$ cat config.mk
export PLATFORM = sky130hd
export DESIGN_NAME = sample_smoother_ma_ema_core_flat
export DESIGN_NICKNAME = d
export VERILOG_FILES = /design/src/rtl/smma_pkg.sv /design/src/rtl/smma_if.sv /design/src/rtl/smma_serial_div.sv /design/src/rtl/smma_serial_mac.sv /design/src/rtl/sample_smoother_ma_ema_core.sv /design/src/flat_wrapper.sv
export SDC_FILE = /design/constraint.sdc
export NUM_CORES = 1
export LEC_CHECK = 0
export BUFFER_PORTS_ARGS = -buffer_cell sky130_fd_sc_hd__clkbuf_2
export CAP_MARGIN = 15
export CORE_ASPECT_RATIO = 0.6
export CORE_MARGIN = 2
export CORE_UTILIZATION = 45
export DETAILED_ROUTE_END_ITERATION = 16
export SLEW_MARGIN = 20
export SYNTH_ARGS = -nofsm -noshare
export SYNTH_HDL_FRONTEND = slang
export SYNTH_SLANG_ARGS = --single-unit
$ cat constraint.sdc
create_clock -name clk -period 6.7 [get_ports clk]
set_clock_uncertainty 0.1 [all_clocks]
set_input_delay 0.67 -clock clk [delete_from_list [all_inputs] [get_ports clk]]
set_output_delay 0.67 -clock clk [all_outputs]
set_load 0.03 [all_outputs]
$ cat src/rtl/smma_pkg.sv
// Shared constants, types and helper functions for the load sample smoother.
// No dependencies; every other file of the block refers to this package by scoped names.
`default_nettype none

package smma_pkg;

	localparam int MAX_WINDOW   = 16;
	localparam int SAMPLE_W     = 16;
	localparam int PTR_W        = (MAX_WINDOW > 1) ? $clog2(MAX_WINDOW) : 1;
	localparam int COUNT_W      = $clog2(MAX_WINDOW + 1);
	localparam int SUM_W        = SAMPLE_W + PTR_W;
	localparam int WIN_W        = 5;
	localparam int ALPHA_W      = 17;
	localparam int CFG_IDX_W    = 2;
	localparam int CFG_DATA_W   = 17;
	localparam int DIV_CNT_W    = $clog2(SUM_W);
	localparam int MAC_STEPS    = ALPHA_W;
	localparam int MAC_CNT_W    = $clog2(MAC_STEPS);
	localparam int ROUND_STEP   = SAMPLE_W - 1;

	localparam logic [ALPHA_W-1:0] ALPHA_ONE     = ALPHA_W'(65536);
	localparam logic [ALPHA_W-1:0] ALPHA_DEFAULT = ALPHA_W'(19661);
	localparam logic [WIN_W-1:0]   WINDOW_RESET  = WIN_W'(5);

	// Register indexes of the configuration port
	localparam logic [CFG_IDX_W-1:0] REG_EXP_MODE = CFG_IDX_W'(0);
	localparam logic [CFG_IDX_W-1:0] REG_WINDOW   = CFG_IDX_W'(1);
	localparam logic [CFG_IDX_W-1:0] REG_ALPHA    = CFG_IDX_W'(2);

	typedef enum logic [2:0] {
		S_IDLE,
		S_MA_UPD,
		S_MA_DIV,
		S_EMA_MUL,
		S_RESULT
	} state_t;

	// Zero behaves as a window of one; anything above the ring depth saturates.
	function automatic logic [COUNT_W-1:0] eff_window(input logic [WIN_W-1:0] w);
		logic [COUNT_W-1:0] r;
		if (w == '0)
			r = COUNT_W'(1);
		else if (32'(w) > MAX_WINDOW)
			r = COUNT_W'(MAX_WINDOW);
		else
			r = COUNT_W'(w);
		return r;
	endfunction

	// Out-of-range weights fall back to the default of about 0.3.
	function automatic logic [ALPHA_W-1:0] eff_alpha(input logic [ALPHA_W-1:0] a);
		logic [ALPHA_W-1:0] r;
		if (a == '0 || a > ALPHA_ONE)
			r = ALPHA_DEFAULT;
		else
			r = a;
		return r;
	endfunction

endpackage

`default_nettype wire

$ cat src/rtl/smma_if.sv
// Handshake interfaces for the smoother: sample input, result output, register writes.
// Depends on smma_pkg for payload widths.
`default_nettype none

interface smma_in_if;
	logic                              valid;
	logic                              ready;
	logic [smma_pkg::SAMPLE_W-1:0]     sample;

	modport source (output valid, output sample, input ready);
	modport sink   (input valid, input sample, output ready);
endinterface

interface smma_out_if;
	logic                              valid;
	logic                              ready;
	logic [smma_pkg::SAMPLE_W-1:0]     smoothed;
	logic [smma_pkg::WIN_W-1:0]        history_count;

	modport source (output valid, output smoothed, output history_count, input ready);
	modport sink   (input valid, input smoothed, input history_count, output ready);
endinterface

interface smma_cfg_if;
	logic                              valid;
	logic                              ready;
	logic [smma_pkg::CFG_IDX_W-1:0]    index;
	logic [smma_pkg::CFG_DATA_W-1:0]   data;

	modport source (output valid, output index, output data, input ready);
	modport sink   (input valid, input index, input data, output ready);
endinterface

`default_nettype wire

$ cat src/rtl/smma_serial_div.sv
// Bit-serial restoring divider: running sum over fill count, one quotient bit a cycle.
// Depends on smma_pkg for widths.
`default_nettype none

module smma_serial_div (
	input  wire logic                            clk,
	input  wire logic                            arst_n,
	input  wire logic                            start,
	input  wire logic [smma_pkg::SUM_W-1:0]      dividend,
	input  wire logic [smma_pkg::COUNT_W-1:0]    divisor,
	output logic                                 done,
	output logic [smma_pkg::SAMPLE_W-1:0]        quotient
);

	logic                             busy_q;
	logic                             done_q;
	logic [smma_pkg::DIV_CNT_W-1:0]   cnt_q;
	logic [smma_pkg::COUNT_W-1:0]     div_q;
	logic [smma_pkg::COUNT_W-1:0]     rem_q;
	logic [smma_pkg::SUM_W-1:0]       quo_q;
	logic [smma_pkg::COUNT_W:0]       trial;
	logic                             fits;
	logic                             last_step;

	assign trial     = {rem_q, quo_q[smma_pkg::SUM_W-1]};
	assign fits      = trial >= {1'b0, div_q};
	assign last_step = cnt_q == smma_pkg::DIV_CNT_W'(smma_pkg::SUM_W - 1);

	always_ff @(posedge clk or negedge arst_n) begin
		if (!arst_n) begin
			busy_q <= 1'b0;
			done_q <= 1'b0;
			cnt_q  <= '0;
		end else begin
			done_q <= busy_q && last_step;
			if (start) begin
				busy_q <= 1'b1;
				cnt_q  <= '0;
			end else if (busy_q) begin
				cnt_q <= cnt_q + 1'b1;
				if (last_step)
					busy_q <= 1'b0;
			end
		end
	end

	always_ff @(posedge clk) begin
		if (start) begin
			div_q <= divisor;
			rem_q <= '0;
			quo_q <= dividend;
		end else if (busy_q) begin
			// shift the next dividend bit in, subtract when the divisor fits
			rem_q <= fits ? smma_pkg::COUNT_W'(trial - {1'b0, div_q})
			              : smma_pkg::COUNT_W'(trial);
			quo_q <= {quo_q[smma_pkg::SUM_W-2:0], fits};
		end
	end

	assign done     = done_q;
	assign quotient = quo_q[smma_pkg::SAMPLE_W-1:0];

endmodule

`default_nettype wire

$ cat src/rtl/smma_serial_mac.sv
// Bit-serial weighted blend alpha*x + (1-alpha)*s, rounded to nearest, weight in Q1.16.
// Depends on smma_pkg for widths and the weight constants.
`default_nettype none

module smma_serial_mac (
	input  wire logic                            clk,
	input  wire logic                            arst_n,
	input  wire logic                            start,
	input  wire logic [smma_pkg::SAMPLE_W-1:0]   sample,
	input  wire logic [smma_pkg::SAMPLE_W-1:0]   prev,
	input  wire logic [smma_pkg::ALPHA_W-1:0]    alpha,
	output logic                                 done,
	output logic [smma_pkg::SAMPLE_W-1:0]        result
);

	logic                             busy_q;
	logic                             done_q;
	logic [smma_pkg::MAC_CNT_W-1:0]   cnt_q;
	logic [smma_pkg::ALPHA_W-1:0]     a_sh_q;
	logic [smma_pkg::ALPHA_W-1:0]     b_sh_q;
	logic [smma_pkg::SAMPLE_W-1:0]    x_q;
	logic [smma_pkg::SAMPLE_W-1:0]    s_q;
	logic [smma_pkg::ALPHA_W-1:0]     acc_hi_q;
	logic [smma_pkg::ALPHA_W-1:0]     acc_lo_q;
	logic [smma_pkg::ALPHA_W-1:0]     a_eff;
	logic [smma_pkg::ALPHA_W:0]       addend;
	logic [smma_pkg::ALPHA_W:0]       sum;
	logic                             last_step;

	assign a_eff     = smma_pkg::eff_alpha(alpha);
	assign last_step = cnt_q == smma_pkg::MAC_CNT_W'(smma_pkg::MAC_STEPS - 1);

	// LSB-first: the rounding half enters as a carry at the step whose weight is 2^15
	assign addend = (a_sh_q[0] ? (smma_pkg::ALPHA_W + 1)'(x_q) : '0)
	              + (b_sh_q[0] ? (smma_pkg::ALPHA_W + 1)'(s_q) : '0)
	              + ((cnt_q == smma_pkg::MAC_CNT_W'(smma_pkg::ROUND_STEP))
	                 ? (smma_pkg::ALPHA_W + 1)'(1) : '0);
	assign sum    = {1'b0, acc_hi_q} + addend;

	always_ff @(posedge clk or negedge arst_n) begin
		if (!arst_n) begin
			busy_q <= 1'b0;
			done_q <= 1'b0;
			cnt_q  <= '0;
		end else begin
			done_q <= busy_q && last_step;
			if (start) begin
				busy_q <= 1'b1;
				cnt_q  <= '0;
			end else if (busy_q) begin
				cnt_q <= cnt_q + 1'b1;
				if (last_step)
					busy_q <= 1'b0;
			end
		end
	end

	always_ff @(posedge clk) begin
		if (start) begin
			a_sh_q   <= a_eff;
			b_sh_q   <= smma_pkg::ALPHA_ONE - a_eff;
			x_q      <= sample;
			s_q      <= prev;
			acc_hi_q <= '0;
			acc_lo_q <= '0;
		end else if (busy_q) begin
			a_sh_q   <= a_sh_q >> 1;
			b_sh_q   <= b_sh_q >> 1;
			acc_hi_q <= sum[smma_pkg::ALPHA_W:1];
			acc_lo_q <= {sum[0], acc_lo_q[smma_pkg::ALPHA_W-1:1]};
		end
	end

	assign done   = done_q;
	// drop the 16 fraction bits of the product
	assign result = {acc_hi_q[smma_pkg::SAMPLE_W-2:0], acc_lo_q[smma_pkg::ALPHA_W-1]};

endmodule

`default_nettype wire

$ cat src/rtl/sample_smoother_ma_ema_core.sv
// Load sample smoother, top level: moving average over a ring of recent samples or
// exponential smoothing, one result per sample. Takes one sample at a time; in
// moving-average mode a sample passes the update state and the bit-serial divider
// (one quotient bit per cycle over the 20-bit running sum) to the result register;
// in exponential mode it passes the bit-serial blend (17 weight bits), and the first
// sample only seeds the value and goes straight to the result state. The next sample is
// taken as soon as the result is in the output register, even if it is not yet drained.
// Any write to a defined register clears the window, sum, fill count and smoothed value.
// Depends on smma_pkg, smma_if, smma_serial_div and smma_serial_mac.
`default_nettype none

module sample_smoother_ma_ema_core (
	input  wire logic    clk,
	input  wire logic    arst_n,
	smma_in_if.sink      samples,
	smma_out_if.source   results,
	smma_cfg_if.sink     cfg
);

	smma_pkg::state_t                    state_q, state_next;

	logic                                exp_mode_q;
	logic [smma_pkg::WIN_W-1:0]          window_q;
	logic [smma_pkg::ALPHA_W-1:0]        alpha_q;

	logic [smma_pkg::SAMPLE_W-1:0]       ring_mem [smma_pkg::MAX_WINDOW];
	logic [smma_pkg::SAMPLE_W-1:0]       rd_data_q;
	logic [smma_pkg::PTR_W-1:0]          wp_q;
	logic [smma_pkg::PTR_W-1:0]          ptr_q;
	logic [smma_pkg::COUNT_W-1:0]        fill_q;
	logic [smma_pkg::SUM_W-1:0]          sum_q;
	logic [smma_pkg::SAMPLE_W-1:0]       ema_q;
	logic                                seeded_q;
	logic [smma_pkg::SAMPLE_W-1:0]       sample_q;
	logic [smma_pkg::SAMPLE_W-1:0]       res_q;

	logic                                out_valid_q;
	logic [smma_pkg::SAMPLE_W-1:0]       out_smoothed_q;
	logic [smma_pkg::COUNT_W-1:0]        out_count_q;

	logic                                in_accept;
	logic                                cfg_write;
	logic                                cfg_clear;
	logic [smma_pkg::COUNT_W-1:0]        win_eff;
	logic [smma_pkg::PTR_W-1:0]          ptr_cur;
	logic                                window_full;
	logic [smma_pkg::COUNT_W-1:0]        ptr_inc;
	logic [smma_pkg::SUM_W-1:0]          sum_next;
	logic [smma_pkg::COUNT_W-1:0]        fill_next;

	logic                                in_ready;
	logic                                seed_now;
	logic                                mac_start;
	logic                                ma_update;
	logic                                out_load;

	logic                                div_done;
	logic [smma_pkg::SAMPLE_W-1:0]       div_quot;
	logic                                mac_done;
	logic [smma_pkg::SAMPLE_W-1:0]       mac_res;

	assign in_accept = samples.valid && in_ready;
	assign cfg_write = cfg.valid;
	assign cfg_clear = cfg_write && (cfg.index == smma_pkg::REG_EXP_MODE
	                              || cfg.index == smma_pkg::REG_WINDOW
	                              || cfg.index == smma_pkg::REG_ALPHA);

	assign win_eff     = smma_pkg::eff_window(window_q);
	assign ptr_cur     = (smma_pkg::COUNT_W'(wp_q) >= win_eff) ? '0 : wp_q;
	assign window_full = fill_q >= win_eff;
	assign ptr_inc     = smma_pkg::COUNT_W'(ptr_q) + smma_pkg::COUNT_W'(1);
	// oldest sample leaves the sum once the window is full
	assign sum_next    = sum_q - (window_full ? smma_pkg::SUM_W'(rd_data_q) : '0)
	                   + smma_pkg::SUM_W'(sample_q);
	assign fill_next   = window_full ? fill_q : fill_q + 1'b1;

	// ---- next state ----
	always_comb begin
		state_next = state_q;
		case (state_q)
			smma_pkg::S_IDLE: begin
				if (in_accept) begin
					if (!exp_mode_q)
						state_next = smma_pkg::S_MA_UPD;
					else if (!seeded_q)
						state_next = smma_pkg::S_RESULT;
					else
						state_next = smma_pkg::S_EMA_MUL;
				end
			end
			smma_pkg::S_MA_UPD:  state_next = smma_pkg::S_MA_DIV;
			smma_pkg::S_MA_DIV: begin
				if (div_done)
					state_next = smma_pkg::S_RESULT;
			end
			smma_pkg::S_EMA_MUL: begin
				if (mac_done)
					state_next = smma_pkg::S_RESULT;
			end
			smma_pkg::S_RESULT: begin
				if (!out_valid_q || results.ready)
					state_next = smma_pkg::S_IDLE;
			end
			default: state_next = smma_pkg::S_IDLE;
		endcase
	end

	// ---- state outputs ----
	always_comb begin
		in_ready  = 1'b0;
		seed_now  = 1'b0;
		mac_start = 1'b0;
		ma_update = 1'b0;
		out_load  = 1'b0;
		case (state_q)
			smma_pkg::S_IDLE: begin
				in_ready  = 1'b1;
				seed_now  = in_accept && exp_mode_q && !seeded_q;
				mac_start = in_accept && exp_mode_q && seeded_q;
			end
			smma_pkg::S_MA_UPD: ma_update = 1'b1;
			smma_pkg::S_RESULT: out_load  = !out_valid_q || results.ready;
			default: ;
		endcase
	end

	always_ff @(posedge clk or negedge arst_n) begin
		if (!arst_n)
			state_q <= smma_pkg::S_IDLE;
		else
			state_q <= state_next;
	end

	// ---- configuration registers ----
	always_ff @(posedge clk or negedge arst_n) begin
		if (!arst_n) begin
			exp_mode_q <= 1'b0;
			window_q   <= smma_pkg::WINDOW_RESET;
			alpha_q    <= smma_pkg::ALPHA_DEFAULT;
		end else if (cfg_write) begin
			case (cfg.index)
				smma_pkg::REG_EXP_MODE: exp_mode_q <= cfg.data[0];
				smma_pkg::REG_WINDOW:   window_q   <= cfg.data[smma_pkg::WIN_W-1:0];
				smma_pkg::REG_ALPHA:    alpha_q    <= cfg.data[smma_pkg::ALPHA_W-1:0];
				default: ;
			endcase
		end
	end

	// ---- smoothing state ----
	always_ff @(posedge clk or negedge arst_n) begin
		if (!arst_n) begin
			wp_q     <= '0;
			fill_q   <= '0;
			sum_q    <= '0;
			ema_q    <= '0;
			seeded_q <= 1'b0;
		end else if (cfg_clear) begin
			wp_q     <= '0;
			fill_q   <= '0;
			sum_q    <= '0;
			ema_q    <= '0;
			seeded_q <= 1'b0;
		end else begin
			if (ma_update) begin
				sum_q  <= sum_next;
				fill_q <= fill_next;
				wp_q   <= (ptr_inc >= win_eff) ? '0 : ptr_inc[smma_pkg::PTR_W-1:0];
			end
			if (seed_now) begin
				ema_q    <= samples.sample;
				seeded_q <= 1'b1;
			end
			if (mac_done)
				ema_q <= mac_res;
		end
	end

	// ---- work registers ----
	always_ff @(posedge clk) begin
		if (in_accept) begin
			sample_q <= samples.sample;
			ptr_q    <= ptr_cur;
		end
		if (seed_now)
			res_q <= samples.sample;
		if (div_done)
			res_q <= div_quot;
		if (mac_done)
			res_q <= mac_res;
	end

	// ---- history ring ----
	always_ff @(posedge clk) begin
		if (in_accept)
			rd_data_q <= ring_mem[ptr_cur];
		if (ma_update)
			ring_mem[ptr_q] <= sample_q;
	end

	// ---- output register ----
	always_ff @(posedge clk or negedge arst_n) begin
		if (!arst_n)
			out_valid_q <= 1'b0;
		else if (out_load)
			out_valid_q <= 1'b1;
		else if (results.ready)
			out_valid_q <= 1'b0;
	end

	always_ff @(posedge clk) begin
		if (out_load) begin
			out_smoothed_q <= res_q;
			out_count_q    <= fill_q;
		end
	end

	smma_serial_div u_div (
		.clk      (clk),
		.arst_n   (arst_n),
		.start    (ma_update),
		.dividend (sum_next),
		.divisor  (fill_next),
		.done     (div_done),
		.quotient (div_quot)
	);

	smma_serial_mac u_mac (
		.clk    (clk),
		.arst_n (arst_n),
		.start  (mac_start),
		.sample (samples.sample),
		.prev   (ema_q),
		.alpha  (alpha_q),
		.done   (mac_done),
		.result (mac_res)
	);

	assign samples.ready         = in_ready;
	assign cfg.ready             = 1'b1;
	assign results.valid         = out_valid_q;
	assign results.smoothed      = out_smoothed_q;
	assign results.history_count = smma_pkg::WIN_W'(out_count_q);

endmodule

`default_nettype wire

$ cat src/flat_wrapper.sv
// flat-port wrapper written by rule: the top's interface ports become plain ports
module sample_smoother_ma_ema_core_flat 
  (clk, arst_n, samples_valid, samples_sample, samples_ready, results_valid, results_smoothed, results_history_count, results_ready, cfg_valid, cfg_index, cfg_data, cfg_ready);
  smma_in_if samples_i ();
  smma_out_if results_i ();
  smma_cfg_if cfg_i ();
  input  wire logic clk;
  input  wire logic arst_n;
  input wire logic [$bits(samples_i.valid)-1:0] samples_valid;
  input wire logic [$bits(samples_i.sample)-1:0] samples_sample;
  output wire logic [$bits(samples_i.ready)-1:0] samples_ready;
  output wire logic [$bits(results_i.valid)-1:0] results_valid;
  output wire logic [$bits(results_i.smoothed)-1:0] results_smoothed;
  output wire logic [$bits(results_i.history_count)-1:0] results_history_count;
  input wire logic [$bits(results_i.ready)-1:0] results_ready;
  input wire logic [$bits(cfg_i.valid)-1:0] cfg_valid;
  input wire logic [$bits(cfg_i.index)-1:0] cfg_index;
  input wire logic [$bits(cfg_i.data)-1:0] cfg_data;
  output wire logic [$bits(cfg_i.ready)-1:0] cfg_ready;
  assign samples_i.valid = samples_valid;
  assign samples_i.sample = samples_sample;
  assign samples_ready = samples_i.ready;
  assign results_valid = results_i.valid;
  assign results_smoothed = results_i.smoothed;
  assign results_history_count = results_i.history_count;
  assign results_i.ready = results_ready;
  assign cfg_i.valid = cfg_valid;
  assign cfg_i.index = cfg_index;
  assign cfg_i.data = cfg_data;
  assign cfg_ready = cfg_i.ready;
  sample_smoother_ma_ema_core u_core (.clk(clk), .arst_n(arst_n), .samples(samples_i), .results(results_i), .cfg(cfg_i));
endmodule
==> results by stage <==
Drt:
- The total via count after detailed routing is 15.15k.
- The number of design-rule violations left by the first detailed-router iteration is ~1.5k.
- The routed wire length is 58790 µm.
- The post-detailed-route count of antenna-violating nets is 0.
- Using the TritonRoute via totals, the vias-per-cell ratio works out to 5.634.
- After detailed routing, the average wire length per cell comes to 21.86 µm.
- The length of the first detailed-routing pass in iterations is 5.
- In the routed design, unresolved DRC markers number 0.

Worst setup path:
- The required arrival time at the worst endpoint is a little under 7 ns.
- Of all nets on the critical path, the largest fanout is 32.
- Traced cell by cell, the critical path runs through clkinv_1 > nand2_1 > ha_1 > a21o_1 > a21o_1 > a21o_1 > a21o_1 > and2_1 > fa_1 > inv_1 > ha_1 > a21oi_1 > nand2_1 > o2111a_1 > nor3_1 > a21oi_1 > xnor2_1 > a21oi_1.
- The beginning of the critical path is u_core.window_q[4].
- The slowest cell on the critical path is sky130_fd_sc_hd__dfrtp_1.
- At the worst endpoint, the arrival time is 5.60 ns.
- Among the stages of the critical path, the cell type that occurs most often is sky130_fd_sc_hd__a21o_1.
- The kind of critical path is flop to flop.
- STA classifies the critical path endpoint as a flop.
- The delay of the slowest critical-path stage is 0.52 ns.
- The reg-to-reg startpoint is u_core.window_q[4].
- The worst setup path is launched from a flop.

Hold path:
- The class of the tightest hold or removal check is input pin to flop.
- In this run the most critical hold path is launched from cfg_data[14].

Timing:
- The final critical path takes up 80.35% of the cycle.
- The final hold violation count is 0.
- The final max-slew violation count was 0.
- The post-route minimum period is 5.383 ns.
- For the pin with the worst max-slew slack, the measured transition is around 1.2 ns.
- The achievable clock frequency is 185.8 MHz.
- The post-route setup TNS is 0 ns.
- Measured against its own limit, the worst slew margin works out to slightly above 20%.
- The final setup violation count is 0.
- The worst path meets setup with 1.317 ns of slack.
- Setup repair after global routing left no endpoint under its margin.

Clock tree:
- In this run the number of H-tree levels came out at 2.
- The tree built by TritonCTS fans out to 530 sinks.
- The number of hold-repair buffers added at the cts stage is 1.
- Once the clock tree was built, the resizer swapped 0 gates to a different size.
- Clock latency on the worst-skew pair, taken at its later pin, is 0.58 ns.
- The buffer count from post-CTS setup fixing is 0.
- The CTS clock-pin slew for the worst setup and hold paths is ~0.070 ns.
- Clock tree synthesis selected as its root buffer the cell sky130_fd_sc_hd__clkbuf_16.
- The longest clock path from root to sink contains 3 buffers.
- The number of buffers created by CTS is 47.
- The TritonCTS clock tree is done.

Global route:
- The pin count of the biggest net entering global routing is 62.
- The total overflow reported by the global router is 0.
- The initial antenna violation count was 1.
- In this run the most used layer during global routing was met1.
- The first global-routing pass estimated 89520 µm of wire.
- The via count of the first global-routing pass is approximately 15k.
- The met1 demand-to-capacity share in global routing is 34.54%.
- The global-route usage over all layers is between 20% and 30%.
- For this run, global-route usage on met3 was measured as 3.822%.
- The met2 track demand over resource is 28.18%.

Final layout:
- In the final layout, the share of cells above drive strength 1 is between 10% and 20%.
- Summing all multi-input logic gate instances after layout gives ~8400 µm².
- The signed area change from the synthesized netlist to the final layout is 10.91%.
- Fill cells in the final layout number 4611.
- For this run, the post-layout net count is 2076.
- Measured on the finished design, the core utilization comes to between 50 and 60%.
- The storage element area is 15270 µm².

Pwr:
- The analysis attributes to cell leakage a power of 0.01037 µW.
- The power per unit of standard cell area is 356.8 nW/µm².
- The worst vdd rail ir drop is 0.1938 mV.

Synth:
- The yosys synthesis warning count is 0.
- Counting flops and latches in the post-synthesis netlist gives 530.
- The fraction of synthesized area in multiplexers is about 6.5%.
- The instance count of the mapped netlist is 1880.
- The number of nets produced by synthesis is 2021.
- Ranked by total cell area, the synthesized netlist is headed by sky130_fd_sc_hd__edfxtp_1 (51%), sky130_fd_sc_hd__dfrtp_1 (7.8%), sky130_fd_sc_hd__ha_1 (3.4%), sky130_fd_sc_hd__mux4_2 (3.4%), sky130_fd_sc_hd__fa_1 (2.8%).
- After synthesis, the netlist uses 77 different library cells.
- The async set-or-reset flop fraction in the synthesized netlist is 16.42%.
- Sequential elements use 62.08% of the synthesized area.
- The commonest cells after synthesis are sky130_fd_sc_hd__edfxtp_1 (420), sky130_fd_sc_hd__nand2_1 (161), sky130_fd_sc_hd__inv_1 (147).
- By area, the combinational part of the netlist is dominated by simple AND/OR/NAND/NOR gates.
- The share of Yosys cell area claimed by the top area cell type is 51.30%.
- The summed instance area of the synthesized netlist is 24580 µm².
- The synthesized design contains 420 enable-type register cells.
- Of all cell types, the one taking the most synthesized area is sky130_fd_sc_hd__edfxtp_1.
- The cell with the most instances after synthesis is sky130_fd_sc_hd__edfxtp_1.
- The most instantiated flip-flop cell in the synthesis netlist is sky130_fd_sc_hd__edfxtp_1.
- Summing the areas of all fa, ha and maj instances in the mapped netlist gives under 10% of the synthesized area.
- The fraction of the mapped netlist area in simple logic gates is 10.24%.
- After Yosys synthesis, XOR and XNOR cells account for 1.674% of the synthesized area.
- The area fraction in compound gates after synthesis is under 10%.
- In this run the mean area of a mapped cell was ~13 µm².

Placed design:
- At the end of routability-driven placement, the weighted congestion stood at ~0.90.
- OpenSTA, run right after detailed placement, puts the worst setup slack at 1.402 ns.
- The number of port buffers is 62.
- The placed wire-length estimate is around 38000 µm.

Outcome:
- The flow ran to the end, and the final reports show no timing, DRC or antenna violations.

Die:
- The floorplan step defined a core boundary enclosing 54090 µm².
- The die is 305.7 µm wide.
- The floorplan step set the die height to between 150 and 200 µm.
- The boundary pin count is 64.
- The overall die area is 56580 µm².
- The starting utilization of the core area is 45.45%.
- The floorplan has 66 rows.

Flow run:
- The count of max-cap constraint violations is 0.
## per-stage QoR
| stage | hold WS [ns] | instance area, µm² | std cells | power, µW |
|---|---|---|---|---|
| floorplan | 0.2744 | 24580 | 1880 | 6231 |
| global placement | 0.3070 | 25670 | 2598 | 6905 |
| detailed placement | 0.3092 | 25670 | 2598 | 6965 |
| CTS | 0.1954 | 27240 | 2687 | 9763 |
| global route | 0.1975 | 27260 | 2689 | 10270 |
| finish | 0.2221 | 27260 | 2689 | 9728 |
## cell usage in the layout (no fill, tap or decap), types with 28 or more instances in the layout
| cell | netlist | layout |
|---|---|---|
| sky130_fd_sc_hd__inv_1 | 147 | 146 |
| sky130_fd_sc_hd__fa_1 | 34 | 34 |
| sky130_fd_sc_hd__ha_1 | 67 | 67 |
| sky130_fd_sc_hd__dfrtp_1 | 77 | 75 |
| sky130_fd_sc_hd__buf_4 | 4 | 30 |
| sky130_fd_sc_hd__mux4_2 | 37 | 37 |
| sky130_fd_sc_hd__a211oi_1 | 45 | 45 |
| sky130_fd_sc_hd__clkbuf_2 | 1 | 61 |
| sky130_fd_sc_hd__nand2_1 | 161 | 160 |
| sky130_fd_sc_hd__nor3_1 | 38 | 38 |
| sky130_fd_sc_hd__edfxtp_1 | 420 | 420 |
| sky130_fd_sc_hd__xor2_1 | 28 | 28 |
| sky130_fd_sc_hd__mux2_2 | 50 | 50 |
| sky130_fd_sc_hd__nor2_1 | 122 | 120 |
| sky130_fd_sc_hd__a22oi_1 | 28 | 28 |
| sky130_fd_sc_hd__o21ai_0 | 69 | 69 |
| sky130_fd_sc_hd__a21oi_1 | 72 | 72 |
| sky130_fd_sc_hd__and2_1 | 54 | 53 |
| sky130_fd_sc_hd__nor2b_1 | 37 | 37 |
| sky130_fd_sc_hd__clkbuf_16 | 0 | 49 |
## metal layers
metal	up-vias	part of all wire (%)
met1	7604	52
met5	-	0
met4	0	1.4
met3	76	7.2
li1	6989	-
met2	481	40
## final timing paths
check | to | slack [ns] | depth (start not counted)
max | u_core.u_div.quo_q[15] | 1.32 | 18
max reg2reg | u_core.u_div.quo_q[15] | 1.32 | 18
min reg2reg | u_core.results.smoothed[3] | 0.32 | 0
min in group asynchronous | u_core.sum_q[2] | 0.49 | 2
max in group asynchronous | u_core.wp_q[0] | 4.72 | 3
min | u_core.alpha_q[14] | 0.22 | 2
## report_power, final
group          switching [µW]  total, µW  internal (µW)  leakage (µW)
sequential                300       4290           3990       0.00512
combinational            1600       2650           1050       0.00449
clock                    1220       2780           1560      0.000771
## registers in the layout (all words and copies together), names as in the netlist, 5 cells and up
signal / cells
u_core.u_div.quo_q: 20
u_core.u_mac.s_q: 16
u_core.u_mac.a_sh_q: 17
u_core.fill_q: 5
u_core.u_div.cnt_q: 5
u_core.res_q: 16
u_core.ema_q: 16
u_core.u_mac.b_sh_q: 17
u_core.u_div.div_q: 5
u_core.sample_q: 16
u_core.results.smoothed: 16
u_core.ring_mem: 256
u_core.u_div.rem_q: 5
u_core.sum_q: 20
u_core.results.history_count: 5
u_core.window_q: 5
u_core.u_mac.cnt_q: 5
u_core.rd_data_q: 16
u_core.u_mac.x_q: 16
u_core.u_mac.acc_hi_q: 17
u_core.alpha_q: 17
## worst max-delay path, delay by kind of cell (launching register included)
kind / cells / cell delay [ns]
AOI/OAI and AO/OA: 8 / 1.75
xor gates and xnor gates: 1 / 0.21
adders and majority gates: 3 / 1.10
buffers and inverters: 2 / 0.33
DFF: 1 / 0.52
and+or+nand+nor: 4 / 1.08
## layout make-up
class                   instances  area share, %
clock inverters                20         0.7893
well taps                     714          3.277
diodes                          1       0.009178
flip-flops and latches        530          56.00
clock buffers                  68          4.942
multi-input cells            1115          30.91
inverters                     148          2.038
repair buffers                 93          2.038
## kinds of logic after synthesis
kind of cell / after synthesis
flip-flops: 530
AND/OR/NAND/NOR: 518
AO/OA/AOI/OAI: 340
buffers and inverters: 235
multiplexers: 108
adder cells (fa/ha/maj): 101
XOR/XNOR: 47
other: 1
Power figures use the tool's default switching activity.
